## config.mk

```make
export PLATFORM = sky130hd
export DESIGN_NAME = rcn_ctrl
export DESIGN_NICKNAME = d
export VERILOG_FILES = /design/src/sv/rcn_pkg.sv /design/src/sv/rcn_ctrl.sv
export SDC_FILE = /design/constraint.sdc
export NUM_CORES = 1
export LEC_CHECK = 0
export BUFFER_PORTS_ARGS = -buffer_cell sky130_fd_sc_hd__buf_4
export CAP_MARGIN = 0
export CORE_MARGIN = 10
export CORE_UTILIZATION = 50
export CTS_CLUSTER_SIZE = 28
export DETAILED_ROUTE_END_ITERATION = 16
export PLACE_DENSITY = 0.77
export SLEW_MARGIN = 10
export SYNTH_ARGS = -nofsm -noshare
export SYNTH_HDL_FRONTEND = slang
export SYNTH_SLANG_ARGS = --single-unit
```

## constraint.sdc

```tcl
create_clock -name clock -period 7 [get_ports clock]
set_clock_uncertainty 0.2 [all_clocks]
set_input_delay 1.4 -clock clock [delete_from_list [all_inputs] [get_ports clock]]
set_output_delay 1.4 -clock clock [all_outputs]
set_load 0.03 [all_outputs]
```

## src/sv/rcn_pkg.sv

```systemverilog
// Shared types, constants, micro-program and Q16.16 helpers for the
// ray/cylinder nearest-hit block. No dependencies.
package rcn_pkg;

   localparam int RCN_MAX_CYLINDERS = 16;
   localparam int DIV_STEPS  = 48;
   localparam int SQRT_STEPS = 32;
   localparam int PC_W       = 6;

   localparam logic signed [31:0] DISC_MIN = 32'sd66;
   localparam logic signed [31:0] T_MIN    = 32'sd6553;

   typedef enum logic {
      OP_LOAD  = 1'b0,
      OP_TRACE = 1'b1
   } op_type;

   typedef enum logic [4:0] {
      A_NONE, A_LOAD, A_START, A_SUBS, A_L2_FIRST, A_L2_ADD, A_SQRT_L2, A_DIV,
      A_WR_UN, A_ACC_FIRST, A_ACC_ADD, A_DOT_END, A_FMUL, A_ABC, A_DISC,
      A_SQRT_DISC, A_N01, A_WR_T, A_PICK
   } act_type;

   typedef enum logic [4:0] {
      M_NONE, M_UU0, M_UU1, M_UU2, M_DD0, M_DD1, M_DD2, M_DUN0, M_DUN1, M_DUN2,
      M_DS0, M_DS1, M_DS2, M_SUN0, M_SUN1, M_SUN2, M_SS0, M_SS1, M_SS2,
      M_DUDU, M_DUSU, M_SUSU, M_RR, M_BB, M_AC
   } mul_sel_type;

   typedef enum logic [3:0] {
      R_DD, R_DU, R_DS, R_SU, R_SS, R_DU2, R_DUSU, R_SU2, R_RR, R_BB, R_AC,
      R_UN0, R_UN1, R_UN2, R_T0, R_T1
   } reg_type;

   typedef enum logic [2:0] {
      D_U0, D_U1, D_U2, D_N0, D_N1
   } div_src_type;

   typedef struct packed {
      mul_sel_type mul;
      act_type     act;
      reg_type     dst;
      div_src_type src;
      logic        hold;
      logic        br;
      logic        last;
   } uop_type;

   typedef struct packed {
      act_type     act;
      mul_sel_type mul;
      reg_type     dst;
      div_src_type src;
   } cmd_type;

   typedef struct packed {
      logic busy;
      logic reject;
   } stat_type;

   typedef struct packed {
      logic signed [31:0] bx;
      logic signed [31:0] by;
      logic signed [31:0] bz;
      logic signed [31:0] ax;
      logic signed [31:0] ay;
      logic signed [31:0] az;
      logic [30:0]        r;
   } cyl_type;

   function automatic logic signed [31:0] sat32(input logic signed [63:0] x);
      logic signed [31:0] res;
      if (x > 64'sh0000_0000_7FFF_FFFF) res = 32'sh7FFF_FFFF;
      else if (x < -64'sh0000_0000_8000_0000) res = 32'sh8000_0000;
      else res = x[31:0];
      return res;
   endfunction

   function automatic logic signed [31:0] fsub(input logic signed [31:0] a,
                                                input logic signed [31:0] b);
      return sat32(64'(a) - 64'(b));
   endfunction

   // per-cylinder micro-program
   function automatic uop_type rcn_rom(input logic [PC_W-1:0] pc);
      uop_type u;
      u = '{M_NONE, A_NONE, R_DD, D_U0, 1'b0, 1'b0, 1'b0};
      unique case (pc)
         6'd0:  u.act = A_SUBS;
         6'd1:  u.mul = M_UU0;
         6'd2:  begin u.mul = M_UU1; u.act = A_L2_FIRST; end
         6'd3:  begin u.mul = M_UU2; u.act = A_L2_ADD; end
         6'd4:  u.act = A_L2_ADD;
         6'd5:  begin u.act = A_SQRT_L2; u.hold = 1'b1; end
         6'd6:  begin u.act = A_DIV; u.src = D_U0; u.hold = 1'b1; end
         6'd7:  begin u.act = A_WR_UN; u.dst = R_UN0; end
         6'd8:  begin u.act = A_DIV; u.src = D_U1; u.hold = 1'b1; end
         6'd9:  begin u.act = A_WR_UN; u.dst = R_UN1; end
         6'd10: begin u.act = A_DIV; u.src = D_U2; u.hold = 1'b1; end
         6'd11: begin u.act = A_WR_UN; u.dst = R_UN2; end
         6'd12: u.mul = M_DD0;
         6'd13: begin u.mul = M_DD1; u.act = A_ACC_FIRST; end
         6'd14: begin u.mul = M_DD2; u.act = A_ACC_ADD; end
         6'd15: begin u.mul = M_DUN0; u.act = A_DOT_END; u.dst = R_DD; end
         6'd16: begin u.mul = M_DUN1; u.act = A_ACC_FIRST; end
         6'd17: begin u.mul = M_DUN2; u.act = A_ACC_ADD; end
         6'd18: begin u.mul = M_DS0; u.act = A_DOT_END; u.dst = R_DU; end
         6'd19: begin u.mul = M_DS1; u.act = A_ACC_FIRST; end
         6'd20: begin u.mul = M_DS2; u.act = A_ACC_ADD; end
         6'd21: begin u.mul = M_SUN0; u.act = A_DOT_END; u.dst = R_DS; end
         6'd22: begin u.mul = M_SUN1; u.act = A_ACC_FIRST; end
         6'd23: begin u.mul = M_SUN2; u.act = A_ACC_ADD; end
         6'd24: begin u.mul = M_SS0; u.act = A_DOT_END; u.dst = R_SU; end
         6'd25: begin u.mul = M_SS1; u.act = A_ACC_FIRST; end
         6'd26: begin u.mul = M_SS2; u.act = A_ACC_ADD; end
         6'd27: begin u.mul = M_DUDU; u.act = A_DOT_END; u.dst = R_SS; end
         6'd28: begin u.mul = M_DUSU; u.act = A_FMUL; u.dst = R_DU2; end
         6'd29: begin u.mul = M_SUSU; u.act = A_FMUL; u.dst = R_DUSU; end
         6'd30: begin u.mul = M_RR; u.act = A_FMUL; u.dst = R_SU2; end
         6'd31: begin u.act = A_FMUL; u.dst = R_RR; end
         6'd32: u.act = A_ABC;
         6'd33: u.mul = M_BB;
         6'd34: begin u.mul = M_AC; u.act = A_FMUL; u.dst = R_BB; end
         6'd35: begin u.act = A_FMUL; u.dst = R_AC; end
         6'd36: u.act = A_DISC;
         6'd37: begin u.act = A_SQRT_DISC; u.hold = 1'b1; u.br = 1'b1; end
         6'd38: u.act = A_N01;
         6'd39: begin u.act = A_DIV; u.src = D_N0; u.hold = 1'b1; end
         6'd40: begin u.act = A_WR_T; u.dst = R_T0; end
         6'd41: begin u.act = A_DIV; u.src = D_N1; u.hold = 1'b1; end
         6'd42: begin u.act = A_WR_T; u.dst = R_T1; end
         6'd43: begin u.act = A_PICK; u.last = 1'b1; end
         default: u.last = 1'b1;
      endcase
      return u;
   endfunction

endpackage

```

## src/sv/rcn_ctrl.sv

```systemverilog
// Controller: request handshake, cylinder count register, cylinder loop
// and micro-program sequencer. Depends on rcn_pkg.
module rcn_ctrl
   import rcn_pkg::*;
#(
   parameter int MAX_CYLINDERS = RCN_MAX_CYLINDERS,
   localparam int IDX_W = (MAX_CYLINDERS > 1) ? $clog2(MAX_CYLINDERS) : 1,
   localparam int KW    = $clog2(MAX_CYLINDERS + 1)
) (
   input  logic             clock,
   input  logic             reset,
   input  logic             req_valid,
   output logic             req_ready,
   input  logic             req_operation,
   output logic             rsp_valid,
   input  logic             rsp_ready,
   input  logic             csr_write_enable,
   input  logic [4:0]       csr_write_data,
   output cmd_type          cmd,
   output logic [IDX_W-1:0] cyl_addr,
   input  stat_type         status
);

   typedef enum logic [4:0] {
      ST_IDLE = 5'b00001,
      ST_READ = 5'b00010,
      ST_RUN  = 5'b00100,
      ST_WAIT = 5'b01000,
      ST_OUT  = 5'b10000
   } state_type;

   state_type        state_ff, state_in;
   logic [PC_W-1:0]  pc_ff, pc_in;
   logic [KW-1:0]    k_ff, k_in, k_next, n_eff;
   logic [4:0]       count_ff;
   uop_type          uop;

   assign n_eff    = (int'(count_ff) > MAX_CYLINDERS) ? KW'(MAX_CYLINDERS) : KW'(count_ff);
   assign k_next   = k_ff + KW'(1);
   assign cyl_addr = k_ff[IDX_W-1:0];
   assign uop      = rcn_rom(pc_ff);

   always_comb begin
      state_in  = state_ff;
      pc_in     = pc_ff;
      k_in      = k_ff;
      cmd       = '{A_NONE, M_NONE, R_DD, D_U0};
      req_ready = state_ff == ST_IDLE;
      rsp_valid = state_ff == ST_OUT;
      unique case (state_ff)
         ST_IDLE: begin
            if (req_valid) begin
               if (op_type'(req_operation) == OP_LOAD) begin
                  cmd.act = A_LOAD;
               end else begin
                  cmd.act  = A_START;
                  k_in     = '0;
                  state_in = (n_eff == '0) ? ST_OUT : ST_READ;
               end
            end
         end
         ST_READ: begin
            pc_in    = '0;
            state_in = ST_RUN;
         end
         ST_RUN: begin
            cmd = '{uop.act, uop.mul, uop.dst, uop.src};
            if ((uop.br && status.reject) || (uop.last && !uop.hold)) begin
               // drop or finish this cylinder
               k_in     = k_next;
               state_in = (k_next == n_eff) ? ST_OUT : ST_READ;
            end else if (uop.hold) begin
               state_in = ST_WAIT;
            end else begin
               pc_in = pc_ff + PC_W'(1);
            end
         end
         ST_WAIT: begin
            if (!status.busy) begin
               pc_in    = pc_ff + PC_W'(1);
               state_in = ST_RUN;
            end
         end
         ST_OUT: begin
            if (rsp_ready) state_in = ST_IDLE;
         end
         default: state_in = ST_IDLE;
      endcase
   end

   always_ff @(posedge clock) begin
      if (reset) begin
         state_ff <= ST_IDLE;
         pc_ff    <= '0;
         k_ff     <= '0;
         count_ff <= '0;
      end else begin
         state_ff <= state_in;
         pc_ff    <= pc_in;
         k_ff     <= k_in;
         if (csr_write_enable) count_ff <= csr_write_data;
      end
   end

endmodule

```

* After elaboration in Yosys (flattened, before gate mapping)
Index checks and enable logic that the tools add are counted.
** Operators by class
- Add/sub/neg operators :: 2
- Order comparisons :: 1
- Equal/unequal tests :: 57
- Multiplexer cells :: 29
- Reduce and logical (&&, ||, !) cells :: 21
** Operators by type and width (number)
- $pmux W5 S24 :: 1
- $eq A6 B5 Y1 const B :: 16
- $pmux W5 S16 :: 1
- $eq A6 B6 Y1 const B :: 12
- $mux W5 :: 13
- $pmux W4 S15 :: 1
- $eq A6 B4 Y1 const B :: 8
- $reduce_or A43 Y1 :: 1
- $pmux W5 S5 :: 1
- $eq A6 B3 Y1 const B :: 4
- $pmux W5 S2 :: 2
- $reduce_or A5 Y1 :: 4
- $mux W6 :: 3
- $pmux W6 S3 :: 1
- $eq A6 B2 Y1 const B :: 2
- $mux W12 :: 1
- $pmux W3 S4 :: 1
- $ne A2 B2 Y1 const B :: 5
- $reduce_and A4 Y1 :: 2
- $reduce_or A7 Y1 :: 1
- $add A6 B1 Y6 const B :: 1
- $eq A6 B1 Y1 const B :: 1
- $logic_not A6 Y1 :: 1
- $reduce_or A6 Y1 :: 1
- other kinds (21) :: 26
** Storage, ports and cells
- Register bits after elaboration :: 21
- Input bits :: 13
- Output and inout port bits :: 23
- Logic and storage cells :: 114

* Logic depth before layout (Yosys ltp)
Gate-level depths: netlist of the first run.
- Depth after elaboration :: 8
- Depth in mapped cells :: 10
- Depth with buffers taken out :: 9

* Least setup slack after synthesis of the first run
OpenSTA, ideal clock, no wires.
- Kind :: flip-flop to output port
- Start point :: register pc_ff[3]
- End point :: output port cmd[12] in the netlist's numbering
- Arrival time :: 2432 ps
- Required time :: 5400 ps
- Path slack :: 2968 ps
- Stages on the path, launching flop included :: 9
- Buffers on the path :: 3
- Cells stage by stage :: dfxtp_1 -> buf_2 -> clkbuf_1 -> buf_1 -> a21oi_1 -> o32a_1 -> o32ai_1 -> nor4_1 -> o21ai_0
** RTL lines
- start, declared :: line rcn_ctrl.sv:33 : logic [PC_W-1:0] pc_ff, pc_in;
- start signal, assigned :: line rcn_ctrl.sv:99 : pc_ff <= pc_in;
- end, declared :: line rcn_ctrl.sv:19 : output cmd_type cmd,

==> flow_metrics.tcl, run 1 <==
set metrics [dict create \
    total_power_mw 0.243 \
    finalSetupViolations 0 \
    dp_hpwl_mm 5.33 \
    final_common_cell "nor2_1" \
    drtPass1Iterations 5 \
    p_per_area_mw_per_mm2 91.9 \
    synth_async_sr_flop_share_pct 0 \
    numCtsBuffers 3 \
    portBuffers 35 \
    first_iter_violations 281 \
    finalCoreUtilization_pct 56.5 \
    cts_hold_buf 0 \
    synth_warnings 0 \
    netlist-cell-type-count 61 \
    placed_area_mm2 0.00260 \
    r2r_start "pc_ff[0]" \
    ys.flop_type "dfxtp_1" \
    syn_area_mm2 0.00241 \
    root_buffer "clkbuf_8" \
    reg2reg_to "k_ff[3]" \
    grt_max_degree 46 \
    clock-sinks 21 \
    critPathLaunch "pc_ff[1]" \
    power.leakage_nw 0.986 \
    coreArea_mm2 0.00469 \
    cts_max_level 1 \
    synthMuxAreaShare_pct 3.37 \
    path_class "reg2out" \
    grt_overflow 0 \
    worstPathMaxFanout 17 \
    grt_pass1_wl_mm 12.0 \
    area_delta_synth_final_pct 9.80 \
    fin_crit_ns 4.62 \
    yosysTopAreaCell "dfxtp_1" \
    hold_viol 0 \
    rsz0062_at_grt "false" \
    start_kind "flip-flop" \
    avgSynthCellArea_um2 6.67 \
    grt_pass1_vias 2478 \
    synth-simple-area-share_pct 34.1 \
    wl_per_cell_um 17.2 \
    min_path_type "reg2reg" \
    nets 388 \
    cp.required_ns 5.40 \
    drv_slew 0 \
    synth_compound_area_share_pct 31.7 \
    path_clk_slew_ns 0.08 \
    drc_errors 0 \
    drive_above_1_share_pct 12.7 \
    floorplan.io_pins 36 \
    stdcell_area_mm2 0.00265 \
    routabilityCongestion 1.02 \
    worstHoldStart "k_ff[4]" \
    synthTopCellsByArea "dfxtp_1 17%, nor2_1 6.4%, a21oi_1 5.8%" \
    synth_edf_count 0 \
    cts_setup_buffers 0 \
    num_rows 25 \
    timing.fmax_ghz 0.216 \
    slew_headroom_pct 36.6 \
    critical_path.endpoint "cmd[13]" \
    ys_ff_latch 21 \
    drtAntennaViolNets 0 \
    antenna_found_initial 0 \
    fin_crit_sh_pct 66.0 \
    peakVddDrop_v 0.000117 \
    synth_top_family_by_area "simple AND/OR/NAND/NOR gates" \
    cts_tree "done" \
    tightest_slew_ns 0.950 \
    grt_use_total_pct 18.1 \
    dp_slack_ns 2.71 \
    synthAdderAreaFrac_pct 2.59 \
    die_h_um 89.5 \
    avgViaCountPerCell 6.52 \
    reg2reg_depth 9 \
    seq_area_frac_synth_pct 17.4 \
    final_cell_mix "41 x nor2_1, 37 x buf_4, 28 x a21oi_1" \
    dieArea_mm2 0.00801 \
    cts_resized 0 \
    tns_ns 0 \
    syn_nets 380 \
    drt-total-wl_mm 7.27 \
    r2r_slack_ns 3.44 \
    max-cap-violations 0 \
    fillers 473 \
    cp_data_arrival_time_ns 3.02 \
    n_antenna_cell 0 \
    worst_slack_ns 2.38 \
    die_w_um 89.5 \
    status "finished clean" \
    synth_top_area_share_pct 17.4 \
    clk_latency_ns 0.27 \
    cp-end-kind "output port" \
    syn_inst 362 \
    area.sequential_um2 420 \
    cts_buffer_depth 2 \
    via_count 2757 \
    multi_input_comb_area_mm2 0.00179 \
    synth_xor_area_share_pct 2.54 \
    start_util_pct 51.4 \
]
-- area by class of cell --
cell class,instances,share of cell area [%]
Inverter,12,1.70
Timing Repair Buffer,37,10.5
Multi-Input combinational cell,295,67.7
Clock buffer,3,1.56
Clock inverter,1,0.189
Tap cell,54,2.55
Sequential cell,21,15.9
-- where the power goes --
group          total, mW  internal, mW  switching [mW]
Clock             0.0810        0.0397          0.0413
Sequential         0.125         0.122         0.00328
Combinational     0.0370        0.0172          0.0199
Total              0.243         0.179          0.0644
-- routing by layer --
layer  share of wire, %  global-route usage [%]  vias up
met4                2.6                    6.79        0
met1                 44                    23.7     1243
met2                 46                    29.5      147
met3                7.2                    2.37       22
met5                  0                       0        -
li1                   -                       -     1345
-- registers in the layout (all words and copies together), names as in the netlist --
signal	flops
pc_ff	6
count_ff	5
k_ff	5
state_ff	5
-- worst min-delay path by stage --
stage                   end  slack (ns)  cells after the start
detailed placement  k_ff[4]        0.28                      2
floorplan           k_ff[4]        0.26                      2
finish              k_ff[4]        0.30                      2
global placement    k_ff[4]        0.27                      2
CTS                 k_ff[4]        0.30                      2
global route        k_ff[4]        0.32                      2
-- cell families (layout without fill, tap and decap cells) --
logic type	count (synthesis)	after routing
AND/OR/NAND/NOR	158	158
AO/OA/AOI/OAI	117	117
buffers and inverters	46	53
flip-flops	21	21
multiplexers	8	8
XOR/XNOR	7	7
adder cells (fa/ha/maj)	5	5
-- worst max-delay path: stages (launching register included) --
cell,delay (ns)
dfxtp_1,0.41
inv_1,0.09
ha_1,0.41
nor2b_1,0.26
a21o_1,0.17
a32oi_1,0.25
o21ai_0,0.10
or2_2,0.33
a2111oi_0,0.40
o21ai_0,0.13
buf_4,0.20
-- synthesized netlist by cell type (7+ instances only) --
master / n
a21oi_1: 28
a31oi_1: 8
clkbuf_1: 20
dfxtp_1: 21
inv_1: 12
mux2i_1: 7
nand2_1: 27
nand2b_1: 11
nand3_1: 21
nor2_1: 41
nor2b_1: 11
nor3_1: 9
o211ai_1: 8
o21ai_0: 27
-- through the flow --
| stage | hold WS (ns) | cells |
|---|---|---|
| after floorplan | 0.262 | 362 |
| after global placement | 0.275 | 419 |
| after detailed placement | 0.282 | 419 |
| after CTS | 0.297 | 423 |
| after global routing | 0.321 | 423 |
| final | 0.302 | 423 |
Power figures use the tool's default switching activity.
==> run 2, diff against run 1 <==
- PLACE_DENSITY: 0.77 -> 0.8
- clock period: 7 -> 3.81 ns (I/O delays scaled with it)
==> run 2 against run 1 <==
Effect of this change:
- clock-buffer cell count unchanged
- power increased by 83%
- routed wire length increased by 2.9%
- register-to-register slack got worse by 2.9 ns
- combinational power increased by 81%
- cell count increased by 3.3%
- global-route usage increased by 0.72 points
- sequential cell count unchanged
- largest cell class unchanged
- sequential power increased by 84%
- utilization increased by 2.5 points
==> flow_metrics.tcl, run 2 (synthesis results as in run 1) <==
set metrics [dict create \
    cts_tree "done" \
    status "finished clean" \
    final_cell_mix "51 x buf_4, 41 x nor2_1, 28 x a21oi_1" \
    drc_errors 0 \
    largest_register "pc_ff" \
    n_antenna_cell 0 \
    grt_use_total_pct 18.9 \
    die_h_um 89.5 \
    routabilityCongestion 0.981 \
    path_clk_slew_ns 0.08 \
    r2r_start "pc_ff[0]" \
    largest_reg_flops 6 \
    p_int_mw 0.329 \
    area_delta_synth_final_pct 14.6 \
    tightest_slew_ns 0.735 \
    dp_hpwl_mm 5.60 \
    nets 402 \
    drtAntennaViolNets 0 \
    floorplan.io_pins 36 \
    num_rows 25 \
    fin_crit_sh_pct 94.6 \
    grt_pass1_wl_mm 12.4 \
    path_class "reg2out" \
    via_count 2816 \
    drt-total-wl_mm 7.48 \
    comb_power_share_pct 15.0 \
    max-cap-violations 0 \
    avgViaCountPerCell 6.44 \
    cp.required_ns 2.85 \
    slew_headroom_pct 50.6 \
    antenna_found_initial 0 \
    worstPathMaxFanout 19 \
    drtPass1Iterations 5 \
    hold_viol 0 \
    drive_above_1_share_pct 17.0 \
    cts_hold_buf 0 \
    power.net_switching_mw 0.117 \
    finalNonFillerCells 437 \
    peakVddDrop_v 0.000224 \
    p_sw_share_pct 26.2 \
    drv_slew 0 \
    cts_buffer_depth 2 \
    numCtsBuffers 3 \
    fin_crit_ns 3.60 \
    min_path_type "reg2reg" \
    first_iter_violations 301 \
    start_kind "flip-flop" \
    fillers 454 \
    dieArea_mm2 0.00801 \
    final_common_cell "buf_4" \
    cp-end-kind "output port" \
    critPathLaunch "pc_ff[0]" \
    wl_per_cell_um 17.1 \
    portBuffers 35 \
    die_w_um 89.5 \
    timing.fmax_ghz 0.277 \
    cp_data_arrival_time_ns 2.64 \
    root_buffer "clkbuf_8" \
    finalSetupViolations 0 \
    place_inst 433 \
    coreArea_mm2 0.00469 \
    cts_max_level 1 \
    total_power_mw 0.446 \
    grt_max_degree 34 \
    start_util_pct 51.4 \
    grt_overflow 0 \
    tns_ns 0 \
    power.leakage_nw 1.06 \
    clkPwrFrac_pct 33.3 \
    worstHoldStart "k_ff[4]" \
    pwr-share-seq_pct 51.7 \
    clock-sinks 21 \
    clk_latency_ns 0.26 \
    grt_pass1_vias 2529 \
    p_per_area_mw_per_mm2 161 \
]
[run 2: final timing paths]
| kind | cells past startpoint | slack, ns | to |
|---|---|---|---|
| setup reg to reg | 9 | 0.50 | state_ff[0] |
| setup / recovery | 8 | 0.21 | cmd[13] |
| hold / removal | 2 | 0.29 | k_ff[4] |
| hold reg to reg | 2 | 0.29 | k_ff[4] |
[run 2: timing repair]
item | in CTS | in global routing
gates resized for setup | 0 | 5
endpoints found under the hold margin | 0 | 0
setup buffers | 0 | 0
endpoints found under the setup margin | 0 | 11
[run 2: per-stage QoR]
step / cell area [µm²] / utilization, % / worst slack, ns / hold WS, ns
3_5_place_dp: 2710 / 57.7 / 0.346 / 0.275
3_3_place_gp: 2710 / 57.7 / 0.345 / 0.273
5_1_grt: 2770 / 58.9 / -0.00743 / 0.320
2_1_floorplan: 2410 / - / 0.416 / 0.262
6_report: 2770 / 58.9 / 0.206 / 0.290
4_1_cts: 2760 / 58.7 / 0.0514 / 0.291
[run 2: worst max-delay path, cell delays in order, from the launching register on]
cell,delay [ns]
dfxtp_1,0.43
inv_1,0.12
ha_2,0.33
and3b_1,0.25
o21ai_0,0.39
nand3_1,0.24
a2111oi_1,0.29
o21ai_0,0.14
buf_4,0.20
[run 2: layout make-up]
type / instances / area (µm²) / share of cell area, %
multi-input combinational: 295 / 1800 / 65.2
sequential: 21 / 422 / 15.2
timing repair buffer: 51 / 383 / 13.8
tap: 54 / 67.6 / 2.44
inverter: 12 / 45.0 / 1.63
clock buffer: 3 / 41.3 / 1.49
clock inverter: 1 / 5.00 / 0.181
[run 2: per-layer routing]
layer	global-route usage (%)	up-vias	share of wire, %
met5	0	-	0
met4	7.08	0	2.5
met3	2.46	17	8.8
met2	30.0	146	46
met1	25.1	1281	43
li1	-	1372	-
[run 2: power groups by stage]
stage	registers, mW	clock network (mW)	logic [mW]
global placement	0.235	0	0.0660
finish	0.230	0.148	0.0669
global route	0.231	0.163	0.0742
detailed placement	0.236	0	0.0672
floorplan	0.234	0	0.0450
CTS	0.230	0.152	0.0677
==> run 3, diff against run 2 <==
- CTS_BUF_LIST: default -> sky130_fd_sc_hd__clkbuf_4 sky130_fd_sc_hd__clkbuf_8
- GPL_TIMING_DRIVEN: default -> 0
==> run 3 against run 2 <==
Effect of this change:
- the flow now finishes with violations (negative setup slack)
- register-to-register slack worse by 0.28 ns
- non-clock buffer count increased by 17
- sequential power about the same
- cell count increased by 3.9%
- routed wire length up 21%
- die area is the same
- first-iteration DRC count increased by 31%
==> flow_metrics.tcl, run 3 (synthesis results as in run 1) <==
set metrics [dict create \
    cp_data_arrival_time_ns 2.85 \
    critPathTopFamily "simple AND/OR/NAND/NOR gates" \
    antenna_found_initial 0 \
    largest_reg_flops 6 \
    fin_crit_ns 3.82 \
    first_iter_violations 394 \
    finalCoreUtilization_pct 59.9 \
    cp.required_ns 2.85 \
    power.leakage_nw 1.10 \
    start_util_pct 51.4 \
    critPathMaxStageDelay_ns 0.79 \
    n_antenna_cell 0 \
    final_cell_mix "41 x nor2_1, 39 x buf_4, 28 x a21oi_1" \
    worstPathMaxFanout 10 \
    path_class "reg2out" \
    finalNonFillerCells 454 \
    drtPass1Iterations 6 \
    grt_max_degree 13 \
    cpMaxStageDelayCell "nor4_1" \
    dieArea_mm2 0.00801 \
    die_w_um 89.5 \
    area_delta_synth_final_pct 16.5 \
    num_rows 25 \
    via_count 3052 \
    grt_pass1_vias 2836 \
    tightest_slew_ns 0.972 \
    path_cells "inv_1 > ha_1 > nor4_1 > a21oi_1 > a31oi_1 > nand2_1 > nor3_1 > nor2_1 > buf_4" \
    comb_power_share_pct 15.5 \
    dp_hpwl_mm 6.79 \
    rsz0062_at_grt "false" \
    portBuffers 34 \
    avgViaCountPerCell 6.72 \
    tns_ns -0.00547 \
    status "finished, violations left" \
    drtAntennaViolNets 0 \
    coreArea_mm2 0.00469 \
    start_kind "flip-flop" \
    drv_slew 0 \
    numCtsBuffers 3 \
    fillers 451 \
    worst_slack_ns -0.00547 \
    fin_crit_sh_pct 100 \
    clk_latency_ns 0.26 \
    cp-end-kind "output port" \
    total_power_mw 0.450 \
    grt_overflow 0 \
    path_clk_slew_ns 0.08 \
    drc_errors 0 \
    grt_use_total_pct 22.4 \
    hold_viol 0 \
    violations "negative setup slack" \
    p_per_area_mw_per_mm2 160 \
    clkPwrFrac_pct 33.3 \
    die_h_um 89.5 \
    timing.fmax_ghz 0.262 \
    grt_pass1_wl_mm 14.4 \
    p_int_mw 0.329 \
    pwr-share-seq_pct 51.2 \
    nets 419 \
    finalSetupViolations 1 \
    min_path_type "reg2reg" \
    path_buf_inv 2 \
    drive_above_1_share_pct 17.3 \
    floorplan.io_pins 36 \
    p_sw_share_pct 26.8 \
    peakVddDrop_v 0.000260 \
    cts_hold_buf 0 \
    power.net_switching_mw 0.121 \
    max-cap-violations 0 \
    largest_register "pc_ff" \
    final_common_cell "nor2_1" \
    wl_per_cell_um 19.9 \
    whs_ns 0.302 \
    root_buffer "clkbuf_8" \
    routabilityCongestion 1.03 \
    place_inst 450 \
    cts_buffer_depth 2 \
    cts_max_level 1 \
    clock-sinks 21 \
    slew_headroom_pct 34.6 \
    drt-total-wl_mm 9.03 \
    cts_tree "done" \
]
-- run 3: power groups by stage --
| stage | logic, mW | clock network, mW | registers (mW) |
|---|---|---|---|
| 2_1_floorplan | 0.0450 | 0 | 0.234 |
| 3_3_place_gp | 0.0673 | 0 | 0.235 |
| 3_5_place_dp | 0.0686 | 0 | 0.236 |
| 4_1_cts | 0.0695 | 0.148 | 0.230 |
| 5_1_grt | 0.0773 | 0.161 | 0.231 |
| 6_report | 0.0698 | 0.150 | 0.231 |
-- run 3: timing repair --
item                                    4_1_cts  5_1_grt
resized for setup                             8       19
setup buffers                                 1        0
endpoints found under the setup margin        8       19
pin swaps                                     1        0
-- run 3: path summary, 6_finish.rpt --
| kind | end | from | cells past startpoint | slack, ns |
|---|---|---|---|---|
| worst max-delay path | cmd[15] | pc_ff[0] | 9 | -0.005 |
| worst min-delay path | k_ff[4] | k_ff[4] | 2 | 0.30 |
| worst max register to register | k_ff[0] | pc_ff[0] | 9 | 0.22 |
| worst min register to register | k_ff[4] | k_ff[4] | 2 | 0.30 |
-- run 3: final cells by class --
cell class              instances  area (µm²)  area share [%]
repair buffers                 35         263            9.35
flip-flops and latches         21         423            15.0
clock buffers                   3        41.3            1.47
clock inverters                 1        5.00           0.178
plain buffers                  33         168            5.96
multi-input cells             295        1800            64.0
well taps                      54        67.6            2.40
inverters                      12        45.0            1.60
-- run 3: metal layers --
layer | vias up | global-route usage (%) | part of all wire [%]
li1 | 1408 | - | -
met1 | 1392 | 27.4 | 40
met2 | 207 | 37.7 | 47
met3 | 45 | 3.65 | 9.5
met4 | 0 | 9.25 | 3.6
met5 | - | 0 | 0
-- run 3: through the flow --
stage                     setup WS [ns]  cell area [µm²]
final                          -0.00547             2810
after global routing             0.0194             2810
after CTS                        0.0206             2800
after detailed placement        -0.0541             2740
after global placement          -0.0732             2740
after floorplan                   0.416             2410
-- run 3: worst register-to-register path: stages, from the launching register on --
cell and delay, ns:
dfxtp_2 0.39, inv_1 0.09, ha_1 0.36, nor4_1 0.80, or4b_1 0.27, nand4_1 0.16, or2_1 0.30, o21ai_1 0.55
o21a_1 0.26, a211oi_1 0.09
